### src/rtl/core/u8u16_pkg.sv
`timescale 1ns / 1ps

package u8u16_pkg;

	// replacement unit after reset
	localparam logic [15:0] REPL_RESET = 16'h003F;

	// surrogate bases and supplementary offset
	localparam logic [15:0] HI_SURR_BASE = 16'hD800;
	localparam logic [15:0] LO_SURR_BASE = 16'hDC00;
	localparam logic [15:0] SURR_LAST    = 16'hDFFF;
	localparam logic [20:0] SUPP_BASE    = 21'h010000;
	localparam logic [20:0] CODE_MAX     = 21'h10FFFF;

	// sequence lengths
	localparam logic [2:0] LEN_NONE = 3'd0;
	localparam logic [2:0] LEN_TWO  = 3'd2;
	localparam logic [2:0] LEN_THREE = 3'd3;
	localparam logic [2:0] LEN_FOUR = 3'd4;

	// open sequence state
	typedef struct packed {
		logic [23:0] gathered;
		logic [1:0]  need;
		logic [2:0]  len;
	} seq_state_t;

	// one result unit
	typedef struct packed {
		logic [15:0] code;
		logic        last;
		logic        eos;
	} unit_t;

	// outcome of decoding one byte
	typedef struct packed {
		logic [1:0] count;
		unit_t      u0;
		unit_t      u1;
		seq_state_t next;
	} dec_res_t;

	function automatic logic is_cont(input logic [7:0] b);
		return b[7:6] == 2'b10;
	endfunction

endpackage

### src/rtl/core/u8u16_if.sv
`timescale 1ns / 1ps

// byte request channel
interface u8u16_byte_if;
	logic       valid;
	logic       ready;
	logic [7:0] in_byte;
	logic       final_byte;

	modport source (output valid, output in_byte, output final_byte, input ready);
	modport sink   (input valid, input in_byte, input final_byte, output ready);
endinterface

// code unit request channel
interface u8u16_unit_if;
	logic        valid;
	logic        ready;
	logic [15:0] code_unit;
	logic        last_of_item;
	logic        end_of_string;

	modport source (output valid, output code_unit, output last_of_item,
		output end_of_string, input ready);
	modport sink   (input valid, input code_unit, input last_of_item,
		input end_of_string, output ready);
endinterface

### src/rtl/core/u8u16_dec.sv
`timescale 1ns / 1ps

// Decode step for one byte against the open sequence state.
module u8u16_dec (
	input  u8u16_pkg::seq_state_t st,
	input  logic [7:0]            in_byte,
	input  logic                  final_byte,
	input  logic [15:0]           repl,
	output u8u16_pkg::dec_res_t   res
);

	logic [7:0]  b0, b1, b2;
	logic [15:0] v3;
	logic [20:0] v4;
	logic [20:0] v4_off;
	logic [15:0] hi_unit, lo_unit;
	logic [1:0]  fin_count;
	logic [15:0] fin_u0;

	// field extraction for the completing byte
	assign b0 = (st.len == u8u16_pkg::LEN_FOUR) ? st.gathered[23:16] :
		(st.len == u8u16_pkg::LEN_THREE) ? st.gathered[15:8] : st.gathered[7:0];
	assign b1 = (st.len == u8u16_pkg::LEN_FOUR) ? st.gathered[15:8] : st.gathered[7:0];
	assign b2 = st.gathered[7:0];
	assign v3 = {b0[3:0], b1[5:0], in_byte[5:0]};
	assign v4 = {b0[2:0], b1[5:0], b2[5:0], in_byte[5:0]};
	assign v4_off = v4 - u8u16_pkg::SUPP_BASE;
	assign hi_unit = u8u16_pkg::HI_SURR_BASE + {6'd0, v4_off[19:10]};
	assign lo_unit = u8u16_pkg::LO_SURR_BASE + {6'd0, v4[9:0]};

	// completion of an open sequence
	always_comb begin
		fin_count = 2'd1;
		fin_u0 = repl;
		case (st.len)
			u8u16_pkg::LEN_TWO: begin
				if (b0[4:1] != 4'd0 && u8u16_pkg::is_cont(in_byte))
					fin_u0 = {5'd0, b0[4:0], in_byte[5:0]};
			end
			u8u16_pkg::LEN_THREE: begin
				if (!(b0 == 8'hE0 && b1[7:5] == 3'b100) && u8u16_pkg::is_cont(b1)
						&& u8u16_pkg::is_cont(in_byte)
						&& !(v3 >= u8u16_pkg::HI_SURR_BASE && v3 <= u8u16_pkg::SURR_LAST))
					fin_u0 = v3;
			end
			u8u16_pkg::LEN_FOUR: begin
				if (u8u16_pkg::is_cont(b1) && u8u16_pkg::is_cont(b2)
						&& u8u16_pkg::is_cont(in_byte)
						&& v4 >= u8u16_pkg::SUPP_BASE && v4 <= u8u16_pkg::CODE_MAX) begin
					fin_u0 = hi_unit;
					fin_count = 2'd2;
				end
			end
			default: ;
		endcase
	end

	// state update and unit selection
	always_comb begin
		res = '0;
		res.next = st;
		if (st.need == 2'd0) begin
			res.count = 2'd1;
			res.u0.code = repl;
			if (in_byte[7] == 1'b0) begin
				res.u0.code = {8'd0, in_byte};
			end else if (in_byte[7:5] == 3'b110 || in_byte[7:4] == 4'b1110
					|| in_byte[7:3] == 5'b11110) begin
				res.next.gathered = {16'd0, in_byte};
				if (in_byte[5] == 1'b0)
					res.next.len = u8u16_pkg::LEN_TWO;
				else if (in_byte[4] == 1'b0)
					res.next.len = u8u16_pkg::LEN_THREE;
				else
					res.next.len = u8u16_pkg::LEN_FOUR;
				res.next.need = res.next.len[1:0] - 2'd1;
				if (final_byte)
					res.next = '0;
				else
					res.count = 2'd0;
			end
		end else if (st.need != 2'd1) begin
			res.next.gathered = {st.gathered[15:0], in_byte};
			res.next.need = st.need - 2'd1;
			if (final_byte) begin
				res.next = '0;
				res.count = 2'd1;
				res.u0.code = repl;
			end
		end else begin
			res.next = '0;
			res.count = fin_count;
			res.u0.code = fin_u0;
			res.u1.code = lo_unit;
		end

		// flags on the last unit of this byte
		if (res.count == 2'd2) begin
			res.u1.last = 1'b1;
			res.u1.eos = final_byte;
		end else begin
			res.u0.last = 1'b1;
			res.u0.eos = final_byte;
		end
	end

endmodule

### src/rtl/core/utf8_to_utf16_stream_decoder_unit.sv
`timescale 1ns / 1ps

// UTF-8 to UTF-16 stream decoder. One byte is taken per cycle into an input
// register and decoded there against the open sequence state; the resulting
// zero, one or two code units go into a two-entry output buffer. A byte that
// completes a supplementary character yields a surrogate pair, which leaves
// the buffer one unit after the other; the three bytes before it yield
// nothing, so the buffer has drained by then. With the sink always ready a
// stream therefore flows without a stall, and the input stalls only while
// the sink holds units back and the buffer has no room for the units of the
// waiting byte. A byte passes the input register, then the output buffer. The
// replacement unit register may be written only while the decoder is idle.
module utf8_to_utf16_stream_decoder_unit (
	input  logic                clk,
	input  logic                arst_n,
	input  logic                cfg_we,
	input  logic [15:0]         cfg_wdata,
	u8u16_byte_if.sink          bytes,
	u8u16_unit_if.source        units
);

	logic [15:0]           repl_q;
	logic                  valid_s1;
	logic [7:0]            byte_s1;
	logic                  fin_s1;
	u8u16_pkg::seq_state_t state_q;
	u8u16_pkg::dec_res_t   dec;
	u8u16_pkg::unit_t      buf_q [2];
	logic [1:0]            cnt_q;
	logic                  pop;
	logic [1:0]            cnt_pop;
	logic                  proc;
	u8u16_pkg::unit_t      buf_d [2];
	logic [1:0]            cnt_d;

	// replacement register
	always_ff @(posedge clk or negedge arst_n) begin
		if (!arst_n) begin
			repl_q <= u8u16_pkg::REPL_RESET;
		end else if (cfg_we) begin
			repl_q <= cfg_wdata;
		end
	end

	u8u16_dec u_dec (
		.st        (state_q),
		.in_byte   (byte_s1),
		.final_byte(fin_s1),
		.repl      (repl_q),
		.res       (dec)
	);

	// buffer room check
	assign pop = units.valid && units.ready;
	assign cnt_pop = cnt_q - {1'b0, pop};
	assign proc = valid_s1 && ({1'b0, cnt_pop} + {1'b0, dec.count} <= 3'd2);
	assign bytes.ready = !valid_s1 || proc;

	// input register
	always_ff @(posedge clk or negedge arst_n) begin
		if (!arst_n) begin
			valid_s1 <= 1'b0;
		end else if (bytes.ready) begin
			valid_s1 <= bytes.valid;
		end
	end

	always_ff @(posedge clk) begin
		if (bytes.ready && bytes.valid) begin
			byte_s1 <= bytes.in_byte;
			fin_s1  <= bytes.final_byte;
		end
	end

	// sequence state
	always_ff @(posedge clk or negedge arst_n) begin
		if (!arst_n) begin
			state_q <= '0;
		end else if (proc) begin
			state_q <= dec.next;
		end
	end

	// output buffer next value
	always_comb begin
		buf_d[0] = buf_q[0];
		buf_d[1] = buf_q[1];
		if (pop)
			buf_d[0] = buf_q[1];
		cnt_d = cnt_pop;
		if (proc) begin
			if (dec.count != 2'd0) begin
				if (cnt_pop == 2'd0)
					buf_d[0] = dec.u0;
				else
					buf_d[1] = dec.u0;
			end
			if (dec.count == 2'd2)
				buf_d[1] = dec.u1;
			cnt_d = cnt_pop + dec.count;
		end
	end

	always_ff @(posedge clk or negedge arst_n) begin
		if (!arst_n) begin
			cnt_q <= 2'd0;
		end else begin
			cnt_q <= cnt_d;
		end
	end

	always_ff @(posedge clk) begin
		buf_q[0] <= buf_d[0];
		buf_q[1] <= buf_d[1];
	end

	assign units.valid         = cnt_q != 2'd0;
	assign units.code_unit     = buf_q[0].code;
	assign units.last_of_item  = buf_q[0].last;
	assign units.end_of_string = buf_q[0].eos;

endmodule

### src/flat_wrapper.sv
// flat-port wrapper written by rule: the top's interface ports become plain ports
module utf8_to_utf16_stream_decoder_unit_flat 
  (clk, arst_n, cfg_we, cfg_wdata, bytes_valid, bytes_in_byte, bytes_final_byte, bytes_ready, units_valid, units_code_unit, units_last_of_item, units_end_of_string, units_ready);
  u8u16_byte_if bytes_i ();
  u8u16_unit_if units_i ();
  input  logic clk;
  input  logic arst_n;
  input  logic cfg_we;
  input  logic [15:0] cfg_wdata;
  input wire logic [$bits(bytes_i.valid)-1:0] bytes_valid;
  input wire logic [$bits(bytes_i.in_byte)-1:0] bytes_in_byte;
  input wire logic [$bits(bytes_i.final_byte)-1:0] bytes_final_byte;
  output wire logic [$bits(bytes_i.ready)-1:0] bytes_ready;
  output wire logic [$bits(units_i.valid)-1:0] units_valid;
  output wire logic [$bits(units_i.code_unit)-1:0] units_code_unit;
  output wire logic [$bits(units_i.last_of_item)-1:0] units_last_of_item;
  output wire logic [$bits(units_i.end_of_string)-1:0] units_end_of_string;
  input wire logic [$bits(units_i.ready)-1:0] units_ready;
  assign bytes_i.valid = bytes_valid;
  assign bytes_i.in_byte = bytes_in_byte;
  assign bytes_i.final_byte = bytes_final_byte;
  assign bytes_ready = bytes_i.ready;
  assign units_valid = units_i.valid;
  assign units_code_unit = units_i.code_unit;
  assign units_last_of_item = units_i.last_of_item;
  assign units_end_of_string = units_i.end_of_string;
  assign units_i.ready = units_ready;
  utf8_to_utf16_stream_decoder_unit u_core (.clk(clk), .arst_n(arst_n), .cfg_we(cfg_we), .cfg_wdata(cfg_wdata), .bytes(bytes_i), .units(units_i));
endmodule
### config.mk
export PLATFORM = sky130hd
export DESIGN_NAME = utf8_to_utf16_stream_decoder_unit_flat
export DESIGN_NICKNAME = d
export VERILOG_FILES = /design/src/rtl/core/u8u16_pkg.sv /design/src/rtl/core/u8u16_if.sv /design/src/rtl/core/u8u16_dec.sv /design/src/rtl/core/utf8_to_utf16_stream_decoder_unit.sv /design/src/flat_wrapper.sv
export SDC_FILE = /design/constraint.sdc
export NUM_CORES = 1
export LEC_CHECK = 0
export ABC_AREA = 1
export BUFFER_PORTS_ARGS = -buffer_cell sky130_fd_sc_hd__buf_2
export CORE_UTILIZATION = 50
export CTS_CLUSTER_SIZE = 16
export DETAILED_ROUTE_END_ITERATION = 6
export HOLD_SLACK_MARGIN = 0.05
export MAX_ROUTING_LAYER = met4
export PLACE_DENSITY_LB_ADDON = 0.3
export SETUP_SLACK_MARGIN = 0.5
export SYNTH_ARGS = -nofsm -noshare
export SYNTH_HDL_FRONTEND = slang
export SYNTH_HIERARCHICAL = 1
export SYNTH_SLANG_ARGS = --single-unit
export TNS_END_PERCENT = 20
### constraint.sdc
create_clock -name clk -period 9 [get_ports clk]
set_clock_uncertainty 0.1 [all_clocks]
set_input_delay 0.45 -clock clk [delete_from_list [all_inputs] [get_ports clk]]
set_output_delay 0.45 -clock clk [all_outputs]
set_load 0.05 [all_outputs]
# --- After elaboration in Yosys (flattened, before gate mapping) ---
# Memories as Yosys holds them, arrays and structs flattened.
# Index checks and enable logic that the tools add are counted.
# Widths: inputs -> output; s select.
op_classes:
  addsub: 8
  magnitude_cmp: 5
  eq_ne: 16
  n_mux: 37
  reduce_logical: 26
ops:
  columns: ["op", "n"]
  rows:
  - ["$mux 29", 5]
  - ["$mux 18", 6]
  - ["$mux 16", 6]
  - ["$mux 36", 2]
  - ["$pmux 16 s3", 1]
  - ["$add 15x11->16 const A", 2]
  - ["$mux 8", 3]
  - ["$ge 21x17->1 const B", 1]
  - ["$le 21x21->1 const B", 1]
  - ["$sub 20x17->20 const B", 1]
  - ["$mux 17", 1]
  - ["$ge 16x16->1 const B", 1]
  - ["$le 16x16->1 const B", 1]
  - ["$mux 3", 5]
  - ["$logic_and 1x1->1", 13]
  - ["$mux 13", 1]
  - ["$eq 3x3->1 const B", 3]
  - ["$eq 2x2->1 const B", 4]
  - ["$eq 8x8->1 const B", 1]
  - ["$mux 2", 4]
  - ["$eq 3x2->1 const B", 2]
  - ["$ne 2x1->1 const B", 3]
  - ["$eq 5x5->1 const B", 1]
  - ["$eq 4x4->1 const B", 1]
  - ["other kinds (14)", 23]
totals:
  reg_bits: 57
  ramBits: 36
  in_bits: 30
  elab_cells: 101
  n_memories: 1
mem_list:
  columns: ["memory", "words", "width", "rd", "rd_clocked_by_memory_dff", "wr", "line_no", "text"]
  rows:
  - ["u_core.buf_q", 2, 18, 2, 0, 2, "utf8_to_utf16_stream_decoder_unit.sv:28", "u8u16_pkg::unit_t buf_q [2];"]

# --- Logic depth before layout (Yosys ltp) ---
# Gate-level depths: netlist (run 1).
logic_depth:
  depth_word: 19
  depth_mapped: 26

# --- By module ---
# Netlist (run 1), hierarchy kept.
modules_own_cells:
  columns: ["mod", "instances", "cells_per_inst", "area_each_um2", "seq_area_each_um2"]
  rows:
  - ["utf8_to_utf16_stream_decoder_unit", 1, 428, 4033.9, 2379.8]
  - ["u8u16_dec", 1, 545, 2710.1, 0.0]

# --- Worst setup path after synthesis (run 1) ---
# OpenSTA, ideal clock, no wires.
synth_timing:
  path_kind: "register to register"
  from: "reg, netlist name u_core/state_q[1]"
  to: "mem u_core/buf_q[0][18] (netlist bit) (enable)"
  setup_ps: 421
  arrival_ps: 4487
  setup_slack_ps: 3992
  stages_incl_launch_ff: 24
  n_path_buf: 3
  synth_period_minus_slack_ps: 5008
  path_cell_list: "dfrtp_1 buf_6 nor2_8 nand2_8 buf_6 nand2_1 o21a_4 ha_1 inv_1 nand3_1 nand3_1 nand2_2 nand3_4 inv_2 nand2_2 nand3_1 nand2_1 ha_1 fa_1 nand2_1 nand3_4 nor2_2 buf_6 a21boi_0"
synth_rtl:
  columns: ["item", "line_no"]
  rows:
  - ["to (decl)", "utf8_to_utf16_stream_decoder_unit.sv:28"]

==> results_dict.tcl, run 1 <==
set metrics [dict create \
    cts_sinks 93 \
    dr.first_iter.drc_count 486 \
    synth-simple-area-share_pct 36.7 \
    layout-drive-gt1-share_pct 15.8 \
    area_delta_synth_final_pct 5.45 \
    cts_root_buf "clkbuf_16" \
    holdWs_ps 86.3 \
    synth-xor-area-share_pct 0.130 \
    fin_cells 1149 \
    postCtsSetupBuffers 0 \
    hp-class "input pin to async pin" \
    dieArea_um2 14000 \
    endpoint_kind "flip-flop" \
    antenna_left 0 \
    maxSlewViolCount 0 \
    postLayoutSetupSlackWorst_ps 2320 \
    postCtsHoldBufs 0 \
    dpl-instance-area_um2 6790 \
    placed_cells 1133 \
    synthTopCellsByCount "335 x nand2_1, 101 x nand3_1, 93 x inv_1" \
    min_period_over_period_pct 74.3 \
    synth.most_common_cell "nand2_1" \
    vdd_drop_max_mv 0.116 \
    clock.fmax_ghz 0.150 \
    synth.distinct_cells 47 \
    die_w_um 118 \
    max_cap_violations 0 \
    synth_top_family_by_area "simple AND/OR/NAND/NOR gates" \
    tightest_slew_ps 1090 \
    vias_per_cell 5.36 \
    crit_family "simple AND/OR/NAND/NOR gates" \
    yosysSeqAreaShare_pct 35.3 \
    dr.pass1.iters 5 \
    power.leakage_nw 3.42 \
    clkTransAtPathRegs_ps 70 \
    antenna_found_initial 0 \
    worstPathRequired_ps 8960 \
    crit_fanout 63 \
    period_needed_ps 6680 \
    final_cell_area_um2 7110 \
    synth_compound_area_share_pct 11.4 \
    cp_common_cell "nand2_1" \
    drt-wirelength-per-cell_um 14.8 \
    antennaDiodeCount 0 \
    grt_usage_pct 26.3 \
    rsz0062_at_grt "false" \
    grt_pass1_vias 5588 \
    clockBufferDepth 2 \
    cellPowerDensity_nw_per_um2 336 \
    synth_seq_cells 93 \
    start_kind "flip-flop" \
    row_count 42 \
    synth-edff-count 27 \
    cts_buffers 9 \
    crit_path_top_delay_cell "nor2_1" \
    dp_slack_ps 2350 \
    io-pin-count 50 \
    max_stage_delay_ps 830 \
    ys.flop_type "dfrtp_1" \
    status "finished, final reports clean" \
    crit_type "flip-flop to flip-flop" \
    synthMuxAreaShare_pct 2.67 \
    path_cells "nand2_1 -> nor2_1 -> nand2_1 -> nand3_2 -> nor2_4 -> a21oi_4 -> nand3_4 -> inv_2 -> nand2_2 -> nand3_1 -> nand2_1 -> ha_1 -> fa_1 -> nand2_1 -> nand3_4 -> nor2_2 -> a21boi_1 -> buf_4" \
    yosys-top-cells-area "nand2_1 19%, dfrtp_1 16%, edfxtp_1 12%, nand3_1 7.5%, dfxtp_1 5.3%" \
    synth_area_leader_cell "nand2_1" \
    insertion_delay_ps 360 \
    finalSetupTns_ps 0 \
    drc 0 \
    synthArstFlopShare_pct 51.6 \
    htree_levels 3 \
    post_synth.cell_area_avg_um2 6.93 \
    grt_pass1_wl_um 28400 \
    setup_viol 0 \
    max_slew_margin_pct 27.1 \
    syn-cell-area_um2 6740 \
    netlist.area_leader.share_pct 18.6 \
    num_vias 6163 \
    io_buffers 49 \
    crit_buf_inv 2 \
    overflow 0 \
    grt_max_degree 64 \
    arrival_ps 6650 \
    utilization_pct 53.9 \
    dieHeight_um 118 \
    wl_um 17000 \
    tritoncts "yes" \
    power.total_mw 2.39 \
    core_um2 13200 \
    synthCells 973 \
    synthesis.nets 1009 \
    hold_viol 0 \
    initial_core_util_pct 51.1 \
    fin_nets 1004 \
    synthAdderAreaFrac_pct 1.22 \
    cts_resized 0 \
    ys.warnings.count 6 \
    gp_congestion 0.963 \
    dp_hpwl_um 12700 \
]
-- worst reg2reg max path, delay by kind of cell, from the launching register on --
| family | cells | cell delay (ps) |
|---|---|---|
| adders and majority gates | 2 | 870 |
| and+or+nand+nor | 12 | 3530 |
| buffers and inverters | 2 | 420 |
| AOI/OAI and AO/OA | 2 | 840 |
| DFF | 1 | 610 |
-- routing by layer --
metal | wire (um) | up-vias | global-route usage [%]
met3 | 1090 | 30 | 4.15
met5 | 0 | - | -
met1 | 7510 | 2820 | 33.5
li1 | - | 3092 | -
met2 | 7900 | 221 | 41.7
met4 | 497 | 0 | 10.7
-- kinds of logic after synthesis --
family / Yosys count
AND/OR/NAND/NOR: 549
buffers and inverters: 175
AO/OA/AOI/OAI: 132
flip-flops: 93
multiplexers: 16
adder cells (fa/ha/maj): 6
other: 1
XOR/XNOR: 1
-- power breakdown --
group	switching (mW)	internal, mW
sequential	0.120	0.599
clock	0.173	0.236
combinational	0.913	0.347
-- layout by cell type, fill, tap and decap left out, types with 3 or more instances in the layout --
| cell type | n |
|---|---|
| clkbuf_16 | 10 |
| nor2_2 | 5 |
| buf_2 | 49 |
| nor3_1 | 7 |
| inv_1 | 93 |
| mux2_2 | 16 |
| o21ai_2 | 3 |
| nor2_1 | 56 |
| edfxtp_1 | 27 |
| o21bai_1 | 4 |
| nor2_4 | 5 |
| dfrtp_1 | 42 |
| dfstp_2 | 6 |
| dfxtp_1 | 18 |
| o221ai_1 | 5 |
| nand4_1 | 4 |
| ha_1 | 5 |
| nand2_1 | 335 |
| o21ai_1 | 9 |
| a21oi_1 | 21 |
| nand3_2 | 11 |
| o22ai_1 | 13 |
| inv_2 | 7 |
| nand3_1 | 101 |
| o21ai_0 | 68 |
| nand2_2 | 14 |
| buf_4 | 3 |
| clkinv_1 | 4 |
| nand2_4 | 7 |
-- flip-flops by register name (all words and copies together) (netlist names) --
signal / flops
u_core/buf_q: 36
u_core/byte_s1: 8
u_core/cnt_q: 2
u_core/fin_s1: 1
u_core/repl_q: 16
u_core/state_q: 29
u_core/valid_s1: 1
-- final timing paths --
path | slack, ps | depth (start not counted) | startpoint | endpoint
worst max-delay path | 2320 | 18 | u_core/state_q[1] | u_core/buf_q[0][19]
worst min-delay path | 90 | 2 | arst_n | u_core/repl_q[6]
worst max register to register | 2320 | 18 | u_core/state_q[1] | u_core/buf_q[0][19]
worst min register to register | 390 | 2 | u_core/state_q[4] | u_core/state_q[4]
max in group asynchronous | 8270 | 2 | arst_n | u_core/state_q[23]
min in group clk | 160 | 1 | bytes_in_byte[6] | u_core/byte_s1[6]
-- final cells by class --
| type | instances | area [um^2] |
|---|---|---|
| Clock inverter | 6 | 72.6 |
| Fill cell | 1338 | 6080 |
| Multi-Input combinational cell | 705 | 3510 |
| Inverter | 107 | 408 |
| Clock buffer | 10 | 250 |
| Tap cell | 176 | 220 |
| Timing Repair Buffer | 52 | 268 |
| Sequential cell | 93 | 2380 |
(Power assumes the default switching activity.)
==> inputs of run 2 (changes only) <==
Clock period 9 ns to 5.6 ns, I/O delays scaled along.
==> run 2 against run 1 <==
  * Hold slack got worse by 26 ps
  * Via count rose by 1.0%
  * Sequential cell count is the same
  * Critical path depth is 5 higher
  * Sequential power increased by 62%
==> results_dict.tcl, run 2 (synthesis results as in run 1) <==
set metrics [dict create \
    tritoncts "yes" \
    largest-register "u_core/buf_q" \
    io-pin-count 50 \
    status "finished, final reports clean" \
    postCtsSetupBuffers 0 \
    postLayoutSetupSlackWorst_ps 1120 \
    clockBufferDepth 2 \
    grt_pass1_wl_um 29100 \
    grt_usage_pct 27.4 \
    cts_resized 0 \
    max_cap_violations 0 \
    maxSlewViolCount 0 \
    row_count 42 \
    drt-met1-wl_um 7630 \
    cts_buffers 9 \
    multi_input_area_um2 3510 \
    highest_layer "met4" \
    cts_root_buf "clkbuf_16" \
    io_buffers 49 \
    antenna_found_initial 0 \
    holdPathStages 2 \
    tightest_slew_ps 868 \
    dr.first_iter.drc_count 550 \
    drc 0 \
    clock.fmax_ghz 0.223 \
    postCtsHoldBufs 20 \
    switching_share_pct 50.4 \
    grt_max_degree 63 \
    max_slew_margin_pct 42.1 \
    fill_cells 1257 \
    antennaDiodeCount 0 \
    min-delay-start "cfg_wdata[4]" \
    power.switching_mw 1.94 \
    area_delta_synth_final_pct 8.94 \
    period_needed_ps 4480 \
    start_kind "flip-flop" \
    p_int_mw 1.90 \
    antenna_left 0 \
    htree_levels 3 \
    endpoint_kind "flip-flop" \
    clkTransAtPathRegs_ps 70 \
    seqCellArea_um2 2380 \
    finalSetupTns_ps 0 \
    final_common_cell "nand2_1" \
    largest_reg_flops 36 \
    wl_um 17600 \
    min_period_over_period_pct 80.0 \
    cellPowerDensity_nw_per_um2 522 \
    crit_fanout 24 \
    dieArea_um2 14000 \
    insertion_delay_ps 360 \
    r2r-end "u_core/buf_q[0][33]" \
    vdd_drop_max_mv 0.193 \
    reg2regPathDepth 23 \
    vias_per_cell 5.29 \
    gp_congestion 0.994 \
    worstPathRequired_ps 5550 \
    overflow 0 \
    setup_viol 0 \
    routed-wl-met2_um 8190 \
    clkPwrFrac_pct 16.2 \
    fin_nets 1031 \
    dp_slack_ps 1130 \
    cts_sinks 93 \
    hp-class "input pin to flip-flop" \
    crit_type "flip-flop to flip-flop" \
    dieHeight_um 118 \
    final_cell_mix "335 x nand2_1, 101 x nand3_1, 93 x inv_1" \
    die_w_um 118 \
    hold_viol 0 \
    largestRegisters "u_core/buf_q x36, u_core/state_q x29, u_core/repl_q x16" \
    r2r_slack_ps 1120 \
    arrival_ps 4430 \
    rr_startpoint "u_core/state_q[1]" \
    core_um2 13200 \
    dp_hpwl_um 13100 \
    dr_wl_met3_um 1220 \
    drt-wirelength-per-cell_um 15.0 \
    comb_power_share_pct 53.5 \
    num_vias 6226 \
    power.leakage_nw 3.53 \
    grt_pass1_vias 5765 \
    layout-drive-gt1-share_pct 16.0 \
    initial_core_util_pct 51.1 \
    min_to "u_core/repl_q[4]" \
    rsz0062_at_grt "false" \
    p_seq_share_pct 30.3 \
    dr.pass1.iters 6 \
]
-- run 2: power groups by stage --
stage / logic [mW] / clock network, mW / registers, mW
3_5_place_dp: 2.02 / 0 / 1.17
5_1_grt: 2.28 / 0.660 / 1.19
3_3_place_gp: 2.00 / 0 / 1.16
6_report: 2.05 / 0.622 / 1.16
4_1_cts: 2.04 / 0.637 / 1.16
2_1_floorplan: 1.76 / 0 / 1.12
-- run 2: worst max-delay path by stage --
stage | start | to | slack [ps] | depth (start not counted)
2_1_floorplan | u_core/state_q[1] | u_core/buf_q[0][18] | 590 | 23
3_3_place_gp | u_core/state_q[1] | u_core/byte_s1[2] | 1230 | 20
3_5_place_dp | u_core/state_q[1] | u_core/buf_q[0][28] | 1130 | 22
4_1_cts | u_core/state_q[1] | u_core/buf_q[0][25] | 1120 | 22
5_1_grt | u_core/state_q[1] | u_core/byte_s1[6] | 830 | 20
6_report | u_core/state_q[1] | u_core/buf_q[0][33] | 1120 | 23
-- run 2: critical path, stage by stage (launching register included) --
cell      delay (ps)
dfrtp_1          530
nor2_8           240
nand2_8          170
inv_4            230
nand2_1           90
nand2_2          140
nand2_1           90
inv_1             60
nand3_1           90
nand2_2          120
nand3_4          120
inv_2            110
nand2_2           90
nand3_1           90
nand2_1           60
buf_4            200
ha_1             240
fa_1             450
nand2_1          130
nand3_4           80
nor2_2            70
buf_4            220
a21boi_1         180
buf_4            260
-- run 2: through the flow --
stage	hold slack (ps)	cell area [um^2]	std cells	utilization [%]	total power, mW
3_3_place_gp	337	6840	1140	51.9	3.17
4_1_cts	50.1	7350	1176	55.7	3.83
6_report	59.9	7350	1176	55.7	3.84
2_1_floorplan	-116	6740	973	-	2.88
3_5_place_dp	333	6840	1140	51.9	3.19
5_1_grt	60.6	7350	1176	55.7	4.13
-- run 2: final cells by class --
class                   count  share of cell area (%)
clock inverters             4                   0.511
well taps                 176                    3.00
multi-input cells         705                    47.8
repair buffers             79                    7.08
flip-flops and latches     93                    32.4
clock buffers              12                    3.64
inverters                 107                    5.55
-- run 2: per-layer routing --
metal | up-vias | global-route usage, %
met3 | 59 | 6.18
met4 | 0 | 11.3
met1 | 2763 | 33.4
li1 | 3151 | -
met2 | 253 | 43.8
met5 | - | -
==> inputs of run 3 (changes only) <==
Settings changed: ABC_AREA 1 to 0.
Clock period 5.6 ns to 4.45 ns, I/O delays scaled along.
==> run 3 against run 2 <==
  * Sequential share of layout area shrank 0.70 points
  * Critical path depth is 9 lower
  * Count of clock-buffer cells in the layout fell by 3
  * Hold slack better by 200 ps
==> results_dict.tcl, run 3 <==
set metrics [dict create \
    worstPathRequired_ps 4130 \
    tightest_slew_ps 1140 \
    start_kind "flip-flop" \
    drt-wirelength-per-cell_um 21.1 \
    holdWs_ps 260 \
    path_cells "nor3b_4 -> buf_6 -> mux2i_4 -> ha_2 -> o21ai_2 -> o32ai_4 -> a21oi_1 -> nor2_1 -> a21oi_2 -> ha_2 -> fa_1 -> a21oi_2 -> nand2b_4 -> buf_6" \
    dp_hpwl_um 13100 \
    io-pin-count 50 \
    ys.flop_type "dfrtp_1" \
    htree_levels 3 \
    arrival_ps 3630 \
    dp_slack_ps 243 \
    vdd_drop_max_mv 0.399 \
    maxSlewViolCount 0 \
    clock.fmax_ghz 0.253 \
    largest_reg_flops 36 \
    min_period_over_period_pct 88.8 \
    netlist.area_leader.share_pct 16.9 \
    crit_type "flip-flop to output pin" \
    clkTransAtPathRegs_ps 80 \
    hold_viol 0 \
    cts_root_buf "clkbuf_16" \
    crit_fanout 5 \
    max_slew_margin_pct 24.1 \
    antennaDiodeCount 0 \
    period_needed_ps 3950 \
    grt_pass1_vias 5224 \
    crit_path_top_delay_cell "dfrtp_2" \
    final_cell_mix "129 x nand2_1, 48 x buf_2, 40 x buf_4" \
    final_common_cell "nand2_1" \
    setup_viol 0 \
    gp_congestion 1.00 \
    area_delta_synth_final_pct 20.8 \
    dr.first_iter.drc_count 510 \
    yosysSeqAreaShare_pct 38.2 \
    vias_per_cell 6.08 \
    antenna_found_initial 0 \
    status "finished, final reports clean" \
    fin_nets 764 \
    dieArea_um2 12900 \
    die_w_um 114 \
    tritoncts "yes" \
    finalSetupTns_ps 0 \
    clockBufferDepth 2 \
    dpl-instance-area_um2 6590 \
    dr.pass1.iters 5 \
    cellPowerDensity_nw_per_um2 763 \
    grt_pass1_wl_um 29200 \
    io_buffers 49 \
    dieHeight_um 114 \
    synth-edff-count 27 \
    power.leakage_nw 3.22 \
    wl_um 19000 \
    grt_max_degree 49 \
    power.total_mw 5.74 \
    core_um2 12100 \
    fin_cells 901 \
    synth.most_common_cell "nand2_1" \
    largest-register "u_core/buf_q" \
    max_stage_delay_ps 490 \
    cts_buffers 9 \
    num_vias 5474 \
    drc 0 \
    crit_family "adder cells" \
    post_synth.cell_area_avg_um2 9.49 \
    grt_usage_pct 31.1 \
    synth_area_leader_cell "dfrtp_1" \
    crit_buf_inv 2 \
    row_count 40 \
    hp-class "input pin to flip-flop" \
    cts_sinks 93 \
    ys.warnings.count 6 \
    final_cell_area_um2 7520 \
    overflow 0 \
    max_cap_violations 0 \
    synthCells 656 \
    largestRegisters "u_core/buf_q x36, u_core/state_q x29, u_core/repl_q x16" \
    layout-drive-gt1-share_pct 31.1 \
    fill_cells 1016 \
    synth.distinct_cells 85 \
    antenna_left 0 \
    synthTopCellsByCount "132 x nand2_1, 42 x dfrtp_1, 37 x a22o_1, 37 x mux2_2, 32 x a21oi_1" \
    synth_seq_cells 93 \
    insertion_delay_ps 370 \
    endpoint_kind "output pin" \
    postLayoutSetupSlackWorst_ps 499 \
    syn-cell-area_um2 6220 \
    utilization_pct 62.4 \
    rsz0062_at_grt "true" \
    synthArstFlopShare_pct 51.6 \
    placed_cells 842 \
    yosys-top-cells-area "dfrtp_1 17%, edfxtp_1 13%, nand2_1 8.0%, mux2_2 6.7%, dfxtp_1 5.8%" \
    initial_core_util_pct 51.6 \
    synthesis.nets 692 \
]
-- run 3: logic make-up after synthesis --
logic type,count (synthesis),synth area share (%)
XOR/XNOR,2,0.281
other,1,0.0602
AND/OR/NAND/NOR,247,19.4
flip-flops,93,38.2
AO/OA/AOI/OAI,167,20.7
buffers and inverters,73,6.83
multiplexers,67,13.2
adder cells (fa/ha/maj),6,1.33
-- run 3: cell type report --
type | count | area (um^2) | area share (%)
Timing Repair Buffer | 126 | 1000 | 13.3
Clock buffer | 9 | 225 | 2.99
Inverter | 8 | 30.0 | 0.399
Sequential cell | 93 | 2380 | 31.7
Tap cell | 168 | 210 | 2.79
Multi-Input combinational cell | 490 | 3590 | 47.8
Clock inverter | 7 | 76.3 | 1.01
-- run 3: worst register-to-register path: cells and delay by family (launching register included) --
family / cells / cell delay (ps)
buf+inv: 2 / 350
flops: 1 / 490
compound gates: 5 / 740
mux: 2 / 560
fa+ha+maj: 3 / 910
simple gates: 4 / 660
-- run 3: what timing repair did --
action / in CTS / in global routing
hold endpoints to repair: 68 / 0
setup buffers: 4 / 10
gates resized for setup: 9 / 29
pin swaps: 1 / 11
cloned: 0 / 2
hold buffers: 27 / 0
endpoints found under the setup margin: 78 / 79
-- run 3: power by group --
part	switching, mW	internal [mW]	total [mW]
clock network	0.391	0.399	0.790
registers	0.246	1.23	1.47
logic	2.07	1.41	3.48
-- run 3: worst paths after layout --
check | slack [ps] | end | start | cells past startpoint
worst min-delay path | 260 | u_core/repl_q[11] | cfg_we | 2
worst max register to register | 550 | u_core/buf_q[0][7] | u_core/state_q[0] | 16
worst max-delay path | 500 | bytes_ready | u_core/state_q[0] | 14
max in group asynchronous | 2960 | u_core/state_q[2] | arst_n | 2
worst min register to register | 410 | u_core/state_q[25] | u_core/state_q[25] | 2
min in group asynchronous | 520 | u_core/state_q[28] | arst_n | 2
-- run 3: metal layers --
metal | vias up | global-route usage [%] | wire length (um) | share of wire (%)
li1 | 2515 | - | - | -
met1 | 2689 | 39.5 | 8020 | 42
met2 | 230 | 48.4 | 9200 | 48
met3 | 40 | 5.53 | 1240 | 6.5
met4 | 0 | 14.2 | 566 | 3.0
met5 | - | - | 0 | 0
